### src/design/mavp_pkg.sv
`default_nettype none

package mavp_pkg;

    // field and register widths
    localparam int SAMPLE_W   = 12;
    localparam int COUNT_W    = 8;
    localparam int LVL_W      = 12;
    localparam int PCT_W      = 7;
    localparam int CFG_IDX_W  = 8;
    localparam int CFG_DATA_W = 12;

    // width of the largest percentage span of one segment (40)
    localparam int SPAN_PCT_W = 6;

    // calibration points in percent
    localparam logic [PCT_W-1:0] PCT_ZERO  = 7'd0;
    localparam logic [PCT_W-1:0] PCT_DRY   = 7'd30;
    localparam logic [PCT_W-1:0] PCT_HUMID = 7'd70;
    localparam logic [PCT_W-1:0] PCT_WET   = 7'd100;

    // register indexes
    localparam logic [CFG_IDX_W-1:0] REG_SAMPLE_COUNT = 8'd0;
    localparam logic [CFG_IDX_W-1:0] REG_DRY_LEVEL    = 8'd1;
    localparam logic [CFG_IDX_W-1:0] REG_HUMID_LEVEL  = 8'd2;
    localparam logic [CFG_IDX_W-1:0] REG_WET_LEVEL    = 8'd3;

    // register reset values
    localparam logic [COUNT_W-1:0] RST_SAMPLE_COUNT = 8'd8;
    localparam logic [LVL_W-1:0]   RST_DRY_LEVEL    = 12'd300;
    localparam logic [LVL_W-1:0]   RST_HUMID_LEVEL  = 12'd700;
    localparam logic [LVL_W-1:0]   RST_WET_LEVEL    = 12'd950;

endpackage

`default_nettype wire

### src/design/moisture_average_to_percent.sv
// channel   direction  handshake               payload
// in        input      in_valid / in_stall     sample
// out       output     out_valid / out_stall   average_raw, moisture_percent
// cfg       input      cfg_valid / cfg_ready   cfg_index, cfg_data
//
// a sample that does not complete a group is summed in the cycle it is taken
// a completing sample runs a shared restoring divider, one bit per cycle over
// DW = min(ADC_BITS, 12) + 8 bits: sum / count, then (x - a) * span / (b - a)
// result loaded in the finish step, after the mean division, map and pct division
// in_stall is high until the result is loaded, longer while an older one stalls
// rst_n clears the sum, the count, the sequencer and the registers to defaults
`default_nettype none

module moisture_average_to_percent #(
    parameter int ADC_BITS = 12
) (
    input  wire                                 clk,
    input  wire                                 rst_n,
    input  wire                                 in_valid,
    output logic                                in_stall,
    input  wire  [mavp_pkg::SAMPLE_W-1:0]       sample,
    output logic                                out_valid,
    input  wire                                 out_stall,
    output logic [mavp_pkg::SAMPLE_W-1:0]       average_raw,
    output logic [mavp_pkg::PCT_W-1:0]          moisture_percent,
    input  wire                                 cfg_valid,
    output logic                                cfg_ready,
    input  wire  [mavp_pkg::CFG_IDX_W-1:0]      cfg_index,
    input  wire  [mavp_pkg::CFG_DATA_W-1:0]     cfg_data
);

    import mavp_pkg::*;

    // bits of a sample that are used, and derived datapath widths
    localparam int EFF_W  = (ADC_BITS < SAMPLE_W) ? ADC_BITS : SAMPLE_W;
    localparam int SUM_W  = EFF_W + COUNT_W;
    localparam int PROD_W = EFF_W + SPAN_PCT_W;
    localparam int DW     = SUM_W;
    localparam int DVS_W  = LVL_W;
    localparam int CNT_W  = $clog2(DW);
    localparam logic [CNT_W-1:0] CNT_LAST = CNT_W'(DW - 1);

    // sequencer states
    localparam logic [2:0] ST_IDLE     = 3'd0;
    localparam logic [2:0] ST_DIV_MEAN = 3'd1;
    localparam logic [2:0] ST_MAP      = 3'd2;
    localparam logic [2:0] ST_DIV_PCT  = 3'd3;
    localparam logic [2:0] ST_FINISH   = 3'd4;

    logic [2:0]          state_reg, state_next;
    logic [COUNT_W-1:0]  count_cfg_reg, count_cfg_next;
    logic [LVL_W-1:0]    dry_reg, dry_next;
    logic [LVL_W-1:0]    humid_reg, humid_next;
    logic [LVL_W-1:0]    wet_reg, wet_next;
    logic [SUM_W-1:0]    sum_reg, sum_next;
    logic [COUNT_W-1:0]  taken_reg, taken_next;
    logic [DW-1:0]       quo_reg, quo_next;
    logic [DVS_W-1:0]    rem_reg, rem_next;
    logic [DVS_W-1:0]    dvs_reg, dvs_next;
    logic [CNT_W-1:0]    cnt_reg, cnt_next;
    logic [EFF_W-1:0]    mean_reg, mean_next;
    logic [PCT_W-1:0]    lo_reg, lo_next;
    logic                lo_only_reg, lo_only_next;
    logic                out_valid_reg, out_valid_next;
    logic [SAMPLE_W-1:0] avg_out_reg, avg_out_next;
    logic [PCT_W-1:0]    pct_out_reg, pct_out_next;

    logic                in_take;
    logic [SUM_W-1:0]    sum_add;
    logic [COUNT_W-1:0]  taken_plus;
    logic [COUNT_W-1:0]  need;
    logic                group_done;

    logic [DVS_W:0]      trial;
    logic [DVS_W:0]      trial_sub;
    logic                trial_ge;
    logic [DVS_W-1:0]    rem_step;
    logic [DW-1:0]       quo_step;

    logic [LVL_W-1:0]      x_lvl;
    logic [LVL_W-1:0]      seg_a;
    logic [LVL_W-1:0]      seg_b;
    logic [PCT_W-1:0]      seg_lo;
    logic [SPAN_PCT_W-1:0] seg_rng;
    logic                  seg_none;
    logic [LVL_W-1:0]      seg_diff;
    logic [PROD_W-1:0]     seg_prod;

    logic [PCT_W:0]      pct_sum;
    logic                out_free;

    assign in_stall         = (state_reg != ST_IDLE);
    assign cfg_ready        = 1'b1;
    assign out_valid        = out_valid_reg;
    assign average_raw      = avg_out_reg;
    assign moisture_percent = pct_out_reg;

    // accumulate and check for a full group
    assign in_take    = in_valid && !in_stall;
    assign sum_add    = sum_reg + SUM_W'(sample[EFF_W-1:0]);
    assign taken_plus = taken_reg + COUNT_W'(1);
    assign need       = (count_cfg_reg == '0) ? COUNT_W'(1) : count_cfg_reg;
    assign group_done = (taken_plus != '0) && (taken_plus >= need);

    // one restoring division step
    assign trial     = {rem_reg, quo_reg[DW-1]};
    assign trial_sub = trial - {1'b0, dvs_reg};
    assign trial_ge  = (trial >= {1'b0, dvs_reg});
    assign rem_step  = trial_ge ? trial_sub[DVS_W-1:0] : trial[DVS_W-1:0];
    assign quo_step  = {quo_reg[DW-2:0], trial_ge};

    // segment select for the mean
    assign x_lvl = LVL_W'(mean_reg);

    always_comb
    begin
        seg_a    = '0;
        seg_b    = dry_reg;
        seg_lo   = PCT_ZERO;
        seg_rng  = SPAN_PCT_W'(PCT_DRY - PCT_ZERO);
        seg_none = 1'b0;
        if (x_lvl <= dry_reg)
        begin
            seg_a   = '0;
            seg_b   = dry_reg;
            seg_lo  = PCT_ZERO;
            seg_rng = SPAN_PCT_W'(PCT_DRY - PCT_ZERO);
        end
        else if (x_lvl <= humid_reg)
        begin
            seg_a   = dry_reg;
            seg_b   = humid_reg;
            seg_lo  = PCT_DRY;
            seg_rng = SPAN_PCT_W'(PCT_HUMID - PCT_DRY);
        end
        else if (x_lvl <= wet_reg)
        begin
            seg_a   = humid_reg;
            seg_b   = wet_reg;
            seg_lo  = PCT_HUMID;
            seg_rng = SPAN_PCT_W'(PCT_WET - PCT_HUMID);
        end
        else
        begin
            seg_lo   = PCT_WET;
            seg_none = 1'b1;
        end
    end

    // mean lies at or above the segment start, so the difference fits EFF_W
    assign seg_diff = x_lvl - seg_a;
    assign seg_prod = PROD_W'(seg_diff[EFF_W-1:0]) * PROD_W'(seg_rng);

    // final percentage, capped at the wet point
    assign pct_sum  = lo_only_reg ? {1'b0, lo_reg}
                                  : ({1'b0, lo_reg} + {1'b0, quo_reg[PCT_W-1:0]});
    assign out_free = !out_valid_reg || !out_stall;

    always_comb
    begin
        state_next     = state_reg;
        count_cfg_next = count_cfg_reg;
        dry_next       = dry_reg;
        humid_next     = humid_reg;
        wet_next       = wet_reg;
        sum_next       = sum_reg;
        taken_next     = taken_reg;
        quo_next       = quo_reg;
        rem_next       = rem_reg;
        dvs_next       = dvs_reg;
        cnt_next       = cnt_reg;
        mean_next      = mean_reg;
        lo_next        = lo_reg;
        lo_only_next   = lo_only_reg;
        out_valid_next = out_valid_reg;
        avg_out_next   = avg_out_reg;
        pct_out_next   = pct_out_reg;

        // result taken downstream
        if (out_valid_reg && !out_stall)
        begin
            out_valid_next = 1'b0;
        end

        // register writes, unknown indexes ignored
        if (cfg_valid && cfg_ready)
        begin
            case (cfg_index)
                REG_SAMPLE_COUNT: count_cfg_next = cfg_data[COUNT_W-1:0];
                REG_DRY_LEVEL:    dry_next       = cfg_data[LVL_W-1:0];
                REG_HUMID_LEVEL:  humid_next     = cfg_data[LVL_W-1:0];
                REG_WET_LEVEL:    wet_next       = cfg_data[LVL_W-1:0];
                default:          ;
            endcase
        end

        case (state_reg)
            ST_IDLE:
            begin
                if (in_take)
                begin
                    if (group_done)
                    begin
                        quo_next   = sum_add;
                        rem_next   = '0;
                        dvs_next   = DVS_W'(taken_plus);
                        cnt_next   = CNT_LAST;
                        sum_next   = '0;
                        taken_next = '0;
                        state_next = ST_DIV_MEAN;
                    end
                    else
                    begin
                        sum_next   = sum_add;
                        taken_next = taken_plus;
                    end
                end
            end
            ST_DIV_MEAN:
            begin
                quo_next = quo_step;
                rem_next = rem_step;
                cnt_next = cnt_reg - CNT_W'(1);
                if (cnt_reg == '0)
                begin
                    mean_next  = quo_step[EFF_W-1:0];
                    state_next = ST_MAP;
                end
            end
            ST_MAP:
            begin
                quo_next     = DW'(seg_prod);
                rem_next     = '0;
                dvs_next     = seg_b - seg_a;
                cnt_next     = CNT_LAST;
                lo_next      = seg_lo;
                lo_only_next = seg_none || (seg_diff == '0);
                state_next   = ST_DIV_PCT;
            end
            ST_DIV_PCT:
            begin
                quo_next = quo_step;
                rem_next = rem_step;
                cnt_next = cnt_reg - CNT_W'(1);
                if (cnt_reg == '0)
                begin
                    state_next = ST_FINISH;
                end
            end
            ST_FINISH:
            begin
                if (out_free)
                begin
                    out_valid_next = 1'b1;
                    avg_out_next   = SAMPLE_W'(mean_reg);
                    pct_out_next   = (pct_sum > {1'b0, PCT_WET}) ? PCT_WET
                                                                 : pct_sum[PCT_W-1:0];
                    state_next     = ST_IDLE;
                end
            end
            default:
            begin
                state_next = ST_IDLE;
            end
        endcase
    end

    // control and configuration registers
    always_ff @(posedge clk or negedge rst_n)
    begin
        if (!rst_n)
        begin
            state_reg     <= ST_IDLE;
            count_cfg_reg <= RST_SAMPLE_COUNT;
            dry_reg       <= RST_DRY_LEVEL;
            humid_reg     <= RST_HUMID_LEVEL;
            wet_reg       <= RST_WET_LEVEL;
            sum_reg       <= '0;
            taken_reg     <= '0;
            cnt_reg       <= '0;
            out_valid_reg <= 1'b0;
        end
        else
        begin
            state_reg     <= state_next;
            count_cfg_reg <= count_cfg_next;
            dry_reg       <= dry_next;
            humid_reg     <= humid_next;
            wet_reg       <= wet_next;
            sum_reg       <= sum_next;
            taken_reg     <= taken_next;
            cnt_reg       <= cnt_next;
            out_valid_reg <= out_valid_next;
        end
    end

    // divider and result payload
    always_ff @(posedge clk)
    begin
        quo_reg     <= quo_next;
        rem_reg     <= rem_next;
        dvs_reg     <= dvs_next;
        mean_reg    <= mean_next;
        lo_reg      <= lo_next;
        lo_only_reg <= lo_only_next;
        avg_out_reg <= avg_out_next;
        pct_out_reg <= pct_out_next;
    end

`ifndef SYNTHESIS
    // percentage never above the wet point
    assert property (@(posedge clk) disable iff (!rst_n)
        out_valid |-> (moisture_percent <= PCT_WET))
        else $error("moisture_percent above 100");

    // sum and count are cleared once a group goes to the divider
    assert property (@(posedge clk) disable iff (!rst_n)
        (state_reg != ST_IDLE) |-> (sum_reg == '0 && taken_reg == '0))
        else $error("accumulator not cleared during a result");

    // a new result only comes out of the finish step
    assert property (@(posedge clk) disable iff (!rst_n)
        $rose(out_valid_reg) |-> ($past(state_reg) == ST_FINISH))
        else $error("result loaded outside the finish step");

    // divider busy means no sample is taken
    assert property (@(posedge clk) disable iff (!rst_n)
        (state_reg == ST_DIV_MEAN || state_reg == ST_DIV_PCT) |=> !$past(in_take))
        else $error("sample taken while dividing");
`endif

endmodule

`default_nettype wire
### config.mk
export PLATFORM = sky130hd
export DESIGN_NAME = moisture_average_to_percent
export DESIGN_NICKNAME = d
export VERILOG_FILES = /design/src/design/mavp_pkg.sv /design/src/design/moisture_average_to_percent.sv
export SDC_FILE = /design/constraint.sdc
export NUM_CORES = 1
export LEC_CHECK = 0
export ABC_AREA = 1
export ABC_CLOCK_PERIOD_IN_PS = 7000
export BUFFER_PORTS_ARGS = -buffer_cell sky130_fd_sc_hd__buf_2
export CAP_MARGIN = 20
export CORE_MARGIN = 4
export CORE_UTILIZATION = 56
export CTS_CLUSTER_DIAMETER = 60
export DETAILED_ROUTE_END_ITERATION = 16
export GPL_TIMING_DRIVEN = 1
export PLACE_DENSITY = 0.83
export SETUP_SLACK_MARGIN = 0.02
export SKIP_CTS_REPAIR_TIMING = 1
export SLEW_MARGIN = 20
export SYNTH_ARGS = -nofsm -noshare
export SYNTH_HDL_FRONTEND = slang
export SYNTH_SLANG_ARGS = --single-unit
### constraint.sdc
create_clock -name clk -period 7 [get_ports clk]
set_input_delay 1.4 -clock clk [delete_from_list [all_inputs] [get_ports clk]]
set_output_delay 1.4 -clock clk [all_outputs]
set_load 0.01 [all_outputs]
Yosys cells after proc, flatten, opt, wreduce, memory -nomap -nowiden
Index checks and enable logic that the tools add are counted.
- add/sub/neg operators: 7
- multiply operators: 1
- order comparisons: 6
- equality and inequality tests: 12
- mux-type cells: 39
- reductions and logical operators: 29
- operator list (operator ; number):
    $mux W12 ; 11
    $mux W20 ; 3
    $pmux W20 S3 ; 1
    $le A12 B12 Y1 ; 3
    $pmux W12 S3 ; 1
    $sub A12 B12 Y12 ; 3
    $mux W8 ; 3
    $pmux W12 S2 ; 1
    $add A20 B12 Y20 ; 1
    $mul A12 B6 Y18 ; 1
    $mux W6 ; 3
    $eq A8 B2 Y1 const B ; 2
    $logic_not A8 Y1 ; 2
    $mux W3 ; 5
    $mux W5 ; 3
    $pmux W3 S5 ; 1
    $pmux W5 S3 ; 1
    $reduce_and A2 Y1 ; 7
    $ge A13 B12 Y1 ; 1
    $logic_not A12 Y1 ; 1
    $ne A2 B2 Y1 const B ; 5
    $add A7 B7 Y8 ; 1
    $add A8 B1 Y8 const B ; 1
    $eq A8 B1 Y1 const B ; 1
    other kinds (18) ; 32
- register bits after elaboration: 164
- input port bits: 37
- output and inout bits: 22
- logic and storage cells: 112

Logic depth before layout (Yosys ltp)
Gate-level depths: netlist of run 1.
- word-level depth: 7
- mapped depth: 44
- gate-level depth less buffers: 43

Worst setup path before layout of run 1
Ideal clock, no wire load.
- path type: reg-to-reg
- from: register humid_reg[9]
- to: register quo_reg[13], data pin
- setup time: 0.269 ns
- arrival time: 6.249 ns
- data required time: 6.731 ns
- path slack: 0.482 ns
- cell stages (with the launch flop): 34
- buffers on the path: 2
- clock period less this slack: 6.518 ns
- cells stage by stage: dfstp_2 -> inv_1 -> ha_1 -> nand2_1 -> inv_1 -> nand2_1 -> nor2_1 -> nand4_1 -> nand2_1 -> nand2_2 -> buf_2 -> buf_2 -> o21ai_0 -> ha_1 -> inv_1 -> fa_1 -> nand3_1 -> nand3_1 -> xor2_1 -> nor2_1 -> inv_1 -> fa_1 -> inv_1 -> fa_1 -> inv_1 -> fa_1 -> inv_1 -> ha_1 -> nand2_1 -> o21ai_0 -> a21oi_1 -> or2_2 -> nand3_1 -> o211ai_1
- longest elaborated chain between the ends: 6
- elaborated cells on any way between the ends: 9
- those cells by class: 1 x add/sub; 1 x mul; 1 x order compare; 6 x mux
- ends and longest elaborated chain (element ; RTL line ; text):
    start: declaration ; moisture_average_to_percent.sv:53 ; logic [LVL_W-1:0] humid_reg, humid_next;
    start signal: assignment ; moisture_average_to_percent.sv:288 ; humid_reg <= humid_next;
    $le A12 B12 Y1 or $mux W12 (tied branches) ; moisture_average_to_percent.sv:129, moisture_average_to_percent.sv:136 ;
    $mux W12 ; moisture_average_to_percent.sv:129 ; else if (x_lvl <= humid_reg)
    $mux W12 ; moisture_average_to_percent.sv:122 ; if (x_lvl <= dry_reg)
    $sub A12 B12 Y12 ; moisture_average_to_percent.sv:151 ; assign seg_diff = x_lvl - seg_a;
    $mul A12 B6 Y18 * ; moisture_average_to_percent.sv:152 ; assign seg_prod = PROD_W'(seg_diff[EFF_W-1:0]) * PROD_W'(seg_rng);
    $pmux W20 S3 * ; moisture_average_to_percent.sv:197 ; case (state_reg)
    net quo_next[13] ; moisture_average_to_percent.sv:57 ; logic [DW-1:0] quo_reg, quo_next;
    end signal: assignment ; moisture_average_to_percent.sv:300 ; quo_reg <= quo_next;
    end: declaration ; moisture_average_to_percent.sv:57 ;
Mark *: on every way through the listed nets, which the timed path passes. The rest lies on a longest branch.
A chain may end at the register's enable or synchronous reset.

Worst setup path after layout of run 1
- from: register humid_reg[7]
- to: register quo_reg[17], data pin
Same word-level chain as after synthesis.

==> results of run 1 <==
worst max-delay path: cells and delay by family (launching register included):
family / cells / cell delay (ns)
AND/OR/NAND/NOR: 20 / 1.99
XOR/XNOR: 1 / 0.16
adder cells (fa/ha/maj): 7 / 2.69
flip-flops: 1 / 0.57
AO/OA/AOI/OAI: 4 / 0.48
buffers and inverters: 7 / 0.47
per-stage QoR:
step / total power [mW] / hold slack [ns] / util / setup slack (ns)
after floorplan: 3.551 / 0.4264 / - / 0.4825
after global placement: 4.273 / 0.4375 / 0.6121 / 0.1330
after detailed placement: 4.337 / 0.4517 / 0.6121 / -0.03489
after CTS: 5.373 / 0.4672 / 0.6419 / -0.07040
after global routing: 5.968 / 0.4829 / 0.6544 / -0.007780
final: 5.528 / 0.4609 / 0.6544 / 0.3578
area by class of cell:
cell class | instances | area (sq um)
Clock buffer | 19 | 475.5
Clock inverter | 13 | 156.4
Timing Repair Buffer | 99 | 619.3
Tap cell | 275 | 344.1
Multi-Input combinational cell | 1073 | 6877
Sequential cell | 162 | 4482
Fill cell | 1732 | 7333
Inverter | 247 | 933.4
synth_stat cells (2+ instances only):
cell type,n,area share
fa_1,32,0.052
dfrtp_1,63,0.13
edfxtp_1,81,0.20
a22o_1,2,0.0014
a31oi_1,4,0.0020
o2111ai_1,2,0.0014
nor4_1,3,0.0015
nand3b_1,2,0.0012
nand3_1,71,0.029
a21o_1,9,0.0055
a22oi_1,11,0.0068
nor3_1,12,0.0049
nor3b_1,2,0.0012
clkbuf_1,18,0.0055
o211ai_1,5,0.0031
nor2_1,87,0.027
nor2_4,2,0.0018
o21bai_1,3,0.0018
buf_2,9,0.0037
o21ai_0,96,0.039
dfstp_2,18,0.039
a21oi_1,108,0.044
inv_2,4,0.0012
ha_1,130,0.13
nand4_1,12,0.0061
or2_2,11,0.0056
o21a_1,2,0.0012
nor2_2,2,0.0010
nand2_1,366,0.11
o22ai_1,15,0.0077
clkinv_1,2,0.00061
buf_1,3,0.00092
a221oi_1,2,0.0014
xor2_1,33,0.024
o21ai_1,15,0.0061
xnor2_1,15,0.011
nand2_2,2,0.0010
inv_1,240,0.074
power by group through the flow:
stage               clock network, mW  logic, mW  registers [mW]
global placement                    0       2.74            1.53
floorplan                           0       2.09            1.46
detailed placement                  0       2.80            1.54
finish                           1.01       2.99            1.53
CTS                              1.01       2.84            1.52
global route                     1.06       3.37            1.54
cells by family (layout without fill, tap and decap cells):
logic type	Yosys count	count (layout)	synth area share
compound gates	283	283	0.1282
simple gates	577	577	0.1955
other cells	1	1	0.0003066
fa+ha+maj	162	162	0.1854
mux	1	1	0.0008185
buf+inv	279	378	0.08758
xor+xnor	49	49	0.03571
flops	162	162	0.3665
per-layer routing:
| layer | up-vias | track usage | routed length [um] |
|---|---|---|---|
| met5 | - | 0 | 0 |
| met4 | 0 | 0.08629 | 849 |
| met1 | 5039 | 0.3953 | 14410 |
| li1 | 5153 | - | - |
| met2 | 425 | 0.4171 | 14430 |
| met3 | 54 | 0.03828 | 2375 |
how the worst min path moves through the flow:
stage,end,slack (ns),depth (start not counted)
2_1_floorplan,average_raw[0],0.43,0
3_3_place_gp,average_raw[0],0.44,0
4_1_cts,average_raw[0],0.47,0
3_5_place_dp,average_raw[0],0.45,0
6_report,average_raw[0],0.46,0
5_1_grt,average_raw[0],0.48,0
==> summary by stage, run 1 <==
Flow run
The number of maximum-capacitance constraint violations is 0.

Power
The share of total power dissipated in the clock network is 0.182. The sequential share of power is 0.276. The analysis attributes to net switching a power of about 2.5 mW.

For this design the static power due to leakage is approximately 6.8 nW. Of the total power, the share spent switching nets is 0.4543. The worst-case IR drop observed on VDD is 0.2727 mV. The internal portion of the total power is 3.017 mW.

In this run the power density over the cells is about 400 nW/um^2. The share of total power dissipated in combinational logic is 0.542.

STA
The clock period minus final worst setup slack is between 6 and 7 ns. The portion of the clock cycle consumed by the worst path in the final layout is 0.9489. The final number of max-transition violations is 0. The pin slew with the least headroom to its limit is between 1 and 1.5 ns. The total count of hold-check failures in the final report is 0. Between clock sinks in the finished design, the worst skew comes to around 0.011 ns. Setup violations remaining at the end of the flow were counted as 0. In this run the tightest slew margin relative to its limit is 0.3259. For the final routed database, the setup TNS stands at 0 ns. Static timing analysis puts the maximum clock frequency at roughly 150 MHz.

Logic synthesis
The most instantiated flip-flop cell in the synthesis netlist is edfxtp_1. In this run, synthesis produced a sequential element count of around 160. The sequential share of the synthesized area is 0.3665. Counting flops with a built-in enable in the synthesized netlist gives approximately 80.

The Yosys step of the flow raised 0 warnings. When the netlist entered floorplanning its net count stood at roughly 1,700. The async set or reset register ratio after synthesis is 0.5000. The area of the mapped netlist is roughly 12,000 sq um. The number of different library cells used by synthesis comes to 58.

The number of standard cells after synthesis is 1,514. The average footprint of a synthesized cell is between 8 and 9 sq um.

Cells and area
The number of antenna cells inserted is 0. Leaving out fill and tap cells, the most frequent cell in the layout is nand2_1. The final standard cell count with taps included and fillers excluded is ~1,900. Of the cells placed in the final design, the portion with a size suffix greater than 1 is 0.1333. The final design instance area without fill is roughly 14,000 sq um. In the final design database the tool counted between 1,500 and 2,000 nets. From synthesis to final layout, the design area changed by 13.56%.

In the layout the commonest cells are nand2_1, inv_1, ha_1.

Setup path
The critical path data arrival time is around 6.8 ns. The critical path ends at quo_reg[17]. The critical path is of the register to register type. The reg2reg setup slack is about 0.36 ns. The cell count of the worst reg-to-reg path is 39. The slowest stage of the critical path belongs to the cell dfstp_2. In this run the worst path has a maximum fanout of 5. The capture instance of the worst register-to-register path is quo_reg[17]. The startpoint of the most critical register-to-register path is humid_reg[7].

STA classifies the critical path endpoint as a register. The worst endpoint required time is ~7.2 ns. The cell with the most instances on the worst path is nand2_1. The critical path launch point type is a register. The launch point of the critical path is humid_reg[7]. The maximum single-stage delay on the critical path is between 0.5 and 0.6 ns.

Clock tree
The clock root buffer is clkbuf_16. TritonCTS created 17 clock buffers. The number of buffers on the longest clock path is 2. The clock transition at the register clock pins on the worst setup and hold paths after CTS is ~0.07 ns. At the later pin of the worst-skew pair, clock insertion delay measures between 0.4 and 0.5 ns. TritonCTS built the clock tree. The H-tree depth is 4.

The clock sink count is around 160.

Placement
Routability-driven placement finished with a final weighted congestion of 1.007. The placed standard-cell area is ~13,000 sq um. During placement, the flow inserted port buffers numbering 57. After legalization and detailed placement, the total HPWL measured between 20 and 25 mm. The total instance count after detailed placement is between 1,500 and 2,000.

Drt
The first detailed-routing pass ran for 5 iterations. The detailed-route wire length per cell is ~17 um. Detailed routing inserted a total of 10,670 vias. The vias per cell is 5.652. The post-route antenna net violation count is 0. For this block, the routed nets add up to around 32 mm of wire. The detailed router's first-iteration violation count is 967. The number of DRC violations after detailed routing is 0.

Die
The die boundary height is roughly 160 um. For this configuration, the core starts out at a cell density of 0.5763. The die is around 160 um wide.

The floorplan step defined a die boundary enclosing roughly 24,000 sq um. In this run the standard cell core region covers between 20,000 and 25,000 sq um. The number of cell rows is between 50 and 60. The number of top-level pins is just under 60.

Global route
The number of antenna violations at the first check in global routing came to 0. The overall overflow remaining after global route is 0. Across every metal layer, demand over resource in global routing totals 0.2699.

Entering global routing, the biggest net connects just over 80 pins. The wire length of the first global-routing pass is 51.83 mm. The number of global-route vias before repair is between 10,000 and 15,000.

Run status
The run finished with clean final reports.

Min path
In this run the most critical hold path is launched from mean_reg[0]. The class of the tightest hold or removal check is register to register.
Note: power is estimated with default switching activity, not from simulation.
==> run 2: changes to the inputs <==
MAX_ROUTING_LAYER = met4   (was not set)
==> run 2 against run 1 <==
Net effect: die area did not move; clock power fell by 7%; clock skew rose by 0.00087 ns; count of clock-buffer cells in the layout fell by 2; register-to-register slack barely moved; non-clock buffer count rose by 9; via count fell by 0.69%; critical path depth fell by 4; critical endpoint is now quo_reg[9].
==> summary by stage, run 2 (same netlist as run 1, synthesis figures left out) <==
Die
In this run the horizontal extent of the chip is ~160 um. The die outline area is between 20,000 and 25,000 sq um. The total area inside the core boundary comes to 21,220 sq um. The number of cell rows is 53. For this configuration, the core starts out at a cell density of 0.5763.

The number of top-level pins is 59. The die boundary height is about 160 um.

Drt
The number of DRC violations after detailed routing is 0. In this run the remaining antenna-violating nets after routing total 0. Before antenna repair, the detailed router went through 8 iterations. The total via count after detailed routing is 10,600. The detailed-route wire length per cell is 16.97 um. The detailed router's first-iteration violation count is 962. The aggregate routed wire length is between 30 and 40 mm. The vias per cell is 5.586.

Global route
Across every metal layer, demand over resource in global routing totals 0.2785. The number of global-route vias before repair is between 10,000 and 15,000. Entering global routing, the biggest net connects a little over 60 pins.

The first global-routing pass estimated between 50 and 60 mm of wire. The overall overflow remaining after global route is 0. The number of antenna violations at the first check in global routing is 0.

Setup path
The worst endpoint required time is just over 7 ns. Counting stages on the worst path, the most repeated cell is inv_1. The critical path data arrival time is 6.82 ns.

The worst setup path is captured at a register. The reg2reg setup slack is about 0.37 ns. The critical path in this run is classified as register to register. The critical-path maximum fanout is 9. The cell with the largest stage delay on the worst path is edfxtp_1. The maximum single-stage delay on the critical path is roughly 0.55 ns. In this run the critical register-to-register path is launched from mean_reg[6]. The launch point of the critical path is mean_reg[6]. STA classifies the critical path startpoint as a register.

STA
The total negative slack for setup checks is 0 ns. Subtracting the final worst setup slack from the clock period gives ~6.6 ns. The portion of the clock cycle consumed by the worst path in the final layout is 0.9478. Clock skew on the completed layout was measured at about 0.012 ns.

The total count of hold-check failures in the final report is 0. The worst slack on hold paths is about 0.47 ns. The total setup violations reported at the end of the flow is 0. Once routing completed, OpenROAD measured the worst setup slack at roughly 0.37 ns. The final number of max-transition violations was 0. For this run, the top clock speed supported by timing is roughly 150 MHz. For the pin with the worst max-slew slack, the measured transition is ~1.0 ns. The relative max-transition margin is 0.3266.

Cells and area
The leading cell type in the layout, fill and taps excluded is nand2_1. After filler insertion, the fill cell instance count of the layout stands at approximately 1,700. The area growth from synthesis to layout is 13.38%.

At the end of the flow the core is filled with cells to 0.6534. The share of final-layout standard cells stronger than drive strength 1 is 0.1400. In the layout the commonest cells are nand2_1, inv_1, ha_1. The final standard cell count with taps included and fillers excluded is between 1,500 and 2,000. The final design instance area without fill is 13,870 sq um. 0 antenna diodes ended up in the layout. The net count of the finished layout is 1,808.

Min path
In this run the most critical hold path is launched from mean_reg[0]. The class of the tightest hold or removal check is register to register.

Run status
The flow ran to the end, and the final reports show no timing, DRC or antenna violations.

Clock tree
After clock tree synthesis, the clock-pin slew on the worst setup and hold paths is 0.07 ns. The TritonCTS clock tree is done. The clock root buffer is clkbuf_16. The clock latency on the worst-skew pair is 0.44 ns. The H-tree generated during clock tree synthesis spans 4 levels. The clock net in this run drives a total of between 150 and 200 sinks. The clock passes through at most 2 buffers. TritonCTS created 17 clock buffers.

Placement
Port buffering added 57 buffers. Counting tap cells, the placed design contains a total of roughly 1,800 instances. The placed standard-cell area is around 13,000 sq um. The last weighted congestion value of the routability-driven placer is 1.029. Prior to clock tree synthesis, the placed netlist has a worst setup slack of around 0.17 ns. The wire-length estimate of the detail-placed layout is approximately 25 mm.

Power
Summed over all cells, the static leakage comes to 6.765 nW. The sum of internal, switching and leakage power is between 5 and 6 mW. The power per standard cell area is 394.2 nW/um^2.

The worst vdd rail ir drop is between 0.2 and 0.3 mV.

Flow run
Across the run, the number of max-cap violations was 0.
run 2: cell count changes in the layout (fill, tap and decap cells not counted), moves of 4 or more:
cell / before / now
inv_6: 5 / 1
clkinv_4: 2 / 7
nor2_2: 6 / 12
nor2_1: 81 / 75
buf_4: 41 / 52
run 2: path summary, 6_finish.rpt:
check / end / cells past startpoint
setup reg to reg: quo_reg[9] / 35
setup / recovery: quo_reg[9] / 35
max in group asynchronous: dry_reg[11] / 2
hold / removal: average_raw[0] / 0
hold reg to reg: average_raw[0] / 0
min in group asynchronous: sum_reg[12] / 1
run 2: power by group:
| group | total, mW | internal, mW | switching, mW | leakage (nW) |
|---|---|---|---|---|
| sequential | 1.52 | 1.35 | 0.168 | 1.82 |
| clock | 0.935 | 0.479 | 0.456 | 0.290 |
| combinational | 3.01 | 1.09 | 1.92 | 4.65 |
| total | 5.47 | 2.93 | 2.54 | 6.76 |
run 2: routing by layer:
metal,up-vias,wire length [um],global-route usage
li1,5177,-,-
met1,4947,14120,0.3780
met2,404,14430,0.4194
met3,69,2706,0.05908
met4,0,926,0.09337
met5,-,0,-
run 2: layout make-up:
| type | count | area (sq um) | area share |
|---|---|---|---|
| inverters | 247 | 933.4 | 0.06732 |
| well taps | 275 | 344.1 | 0.02482 |
| clock inverters | 15 | 166.4 | 0.01200 |
| multi-input cells | 1073 | 6844 | 0.4936 |
| flip-flops and latches | 162 | 4482 | 0.3232 |
| repair buffers | 108 | 670.6 | 0.04837 |
| clock buffers | 17 | 425.4 | 0.03068 |
run 2: worst max-delay path: cells and delay by family, from the launching register on:
kind,cells,cell delay (ns)
compound gates,5,0.66
fa+ha+maj,6,2.57
buf+inv,11,1.14
xor+xnor,1,0.21
flops,1,0.55
simple gates,12,1.23
==> run 3: changes to the inputs <==
MAX_ROUTING_LAYER = not set   (was met4)
RECOVER_POWER = 25   (was not set)
==> run 3 against run 2 <==
Net effect: the run now ends with capacitance limit, slew limit left; utilization barely moved; clock skew fell by 0.0021 ns; register-to-register slack got worse by 0.03 ns; sequential share of layout area barely moved; count of clock-buffer cells in the layout rose by 2; sequential power barely moved; cell count fell by 0.47%; cell area barely moved; hold slack got worse by 0.0068 ns.
==> summary by stage, run 3 (same netlist as run 1, synthesis figures left out) <==
Min path
The tightest min-delay check is of the register to register type. The number of cells on the worst hold path is 0. In this run the most critical hold path is launched from mean_reg[0].

Placement
At the end of routability-driven placement, the weighted congestion stood at slightly above 1. The port buffer count is 57. After legalization and detailed placement, the total HPWL measured between 20 and 25 mm. The placed standard-cell area is approximately 13,000 sq um.

Clock tree
At the later pin of the worst-skew pair, clock insertion delay measures roughly 0.44 ns. After clock tree synthesis, the clock-pin slew on the worst setup and hold paths is approximately 0.070 ns. The clock sink count is roughly 160.

The TritonCTS clock tree is done. Clock tree synthesis selected as its root buffer the cell clkbuf_16. Buffers inserted during clock tree synthesis total 17. The clock passes through at most 2 buffers. CTS built an H-tree with a depth of 4.

Setup path
The largest individual stage delay along the critical path comes from the cell dfstp_2. The launch point of the critical path is dry_reg[5]. The capture instance of the worst register-to-register path is quo_reg[17]. The critical-path maximum fanout is 14. The critical path class is register to register. The cell count of the worst reg-to-reg path is 38. At the worst endpoint, the required time is between 7 and 8 ns.

The startpoint identified for the worst register-to-register timing path is dry_reg[5]. Following the worst setup path forward leads to its endpoint at quo_reg[17]. The worst setup path is captured at a register.

The critical path launch point type is a register. On the worst path, the slowest cell contributes a delay of roughly 0.59 ns. The setup check on the worst reg-to-reg path leaves a slack of 0.33 ns.

Data arrives at the worst endpoint at approximately 6.8 ns.

STA
The total count of hold-check failures in the final report came to 0. The total setup violations reported at the end of the flow is 0. Subtracting the final worst setup slack from the clock period gives ~6.7 ns.

The worst clock skew on the final layout is 0.01020 ns. The total negative slack for setup checks is 0 ns. The final number of max-transition violations was 82. The pin slew with the least headroom to its limit is between 4 and 5 ns. The portion of the clock cycle consumed by the worst path in the final layout is 0.9525. Static timing analysis puts the maximum clock frequency at between 100 and 150 MHz. The worst pin sits at a relative slew slack of -1.856.

Drt
After the first detailed-routing iteration, the DRC count stood at ~1,000. The number of optimization iterations in the first detailed-route pass is 5. The aggregate routed wire length is 31.95 mm. Using the TritonRoute via totals, the vias-per-cell ratio works out to approximately 5.6. The number of DRC violations after detailed routing is 0. The detailed-route wire length per cell is 16.92 um. The total via count after detailed routing is around 11,000. Once detail routing completed, the nets flagged for antenna violations numbered 0.

Die
The number of cell rows is 53. The initial utilization of the core area, before any placement, comes to 0.5763. The die outline area is roughly 24,000 sq um. In this run the vertical extent of the chip is 155.8 um. 59 I/O pins were placed.

The overall die width is between 150 and 200 um. The core footprint is around 21,000 sq um.

Cells and area
The net count of the finished layout is about 1,800. Relative to the synthesized area, the layout overhead comes to 13.36%. Leaving out fill and tap cells, the most frequent cell in the layout is nand2_1.

In the layout the commonest cells are nand2_1, inv_1, ha_1. The repair_antennas step left the layout with diodes totalling 0. After routing the design area is about 14,000 sq um.

The share of final-layout standard cells stronger than drive strength 1 is 0.1296.

Global route
Global routing finished with a remaining overflow of 0. In the global route stage, overall resource usage came out at 0.2699. The wire length of the first global-routing pass is just over 50 mm. The number of global-route vias before repair is ~10,000.

The pin count of the biggest net entering global routing is between 80 and 90. The number of antenna violations at the first check in global routing came to 0.

Power
After layout, the design draws a total of 5.521 mW. The static leakage power is 6.734 nW. The power per standard cell area is about 400 nW/um^2.

The worst vdd rail ir drop is ~0.27 mV.

Flow run
The tool flagged a number of max-cap violations equal to 1.

Run status
The flow ran to the end, but the final reports show violations. The checks that failed: capacitance limit, slew limit.
## run 3: worst min-delay path by stage
stage / endpoint / slack (ns)
2_1_floorplan: average_raw[0] / 0.43
3_3_place_gp: average_raw[0] / 0.44
3_5_place_dp: average_raw[0] / 0.45
4_1_cts: average_raw[0] / 0.47
5_1_grt: average_raw[0] / 0.48
6_report: average_raw[0] / 0.46
## run 3: worst max-delay path, delay by kind of cell (launching register included)
family                     cells  cell delay, ns
and+or+nand+nor               18            1.74
AOI/OAI and AO/OA              8            1.17
adders and majority gates      6            2.27
DFF                            1            0.59
buffers and inverters          6            0.61
## run 3: through the flow
| stage | utilization | setup slack [ns] | hold slack, ns | instances |
|---|---|---|---|---|
| CTS | 0.6419 | -0.07040 | 0.4672 | 1878 |
| finish | 0.6533 | 0.3324 | 0.4610 | 1888 |
| floorplan | - | 0.4825 | 0.4264 | 1514 |
| global placement | 0.6121 | 0.1330 | 0.4375 | 1846 |
| global route | 0.6533 | -0.02632 | 0.4829 | 1888 |
| detailed placement | 0.6121 | -0.03489 | 0.4517 | 1846 |
## run 3: cell type report
class	instances	area (sq um)
sequential	162	4482
inverter	247	933.4
multi-input combinational	1073	6877
clock inverter	13	156.4
clock buffer	19	475.5
timing repair buffer	99	595.6
fill	1739	7357
tap	275	344.1
## run 3: metal layers
| layer | global-route usage | part of all wire | vias to the layer above |
|---|---|---|---|
| met5 | 0 | 0 | - |
| met4 | 0.08629 | 0.024 | 0 |
| met2 | 0.4171 | 0.45 | 409 |
| met1 | 0.3953 | 0.45 | 4983 |
| met3 | 0.03828 | 0.077 | 52 |
| li1 | - | - | 5150 |
## run 3: power breakdown
part	total, mW	leakage, nW	internal [mW]	switching, mW
combinational	2.99	4.60	1.08	1.91
sequential	1.52	1.82	1.36	0.170
clock	1.01	0.309	0.580	0.429
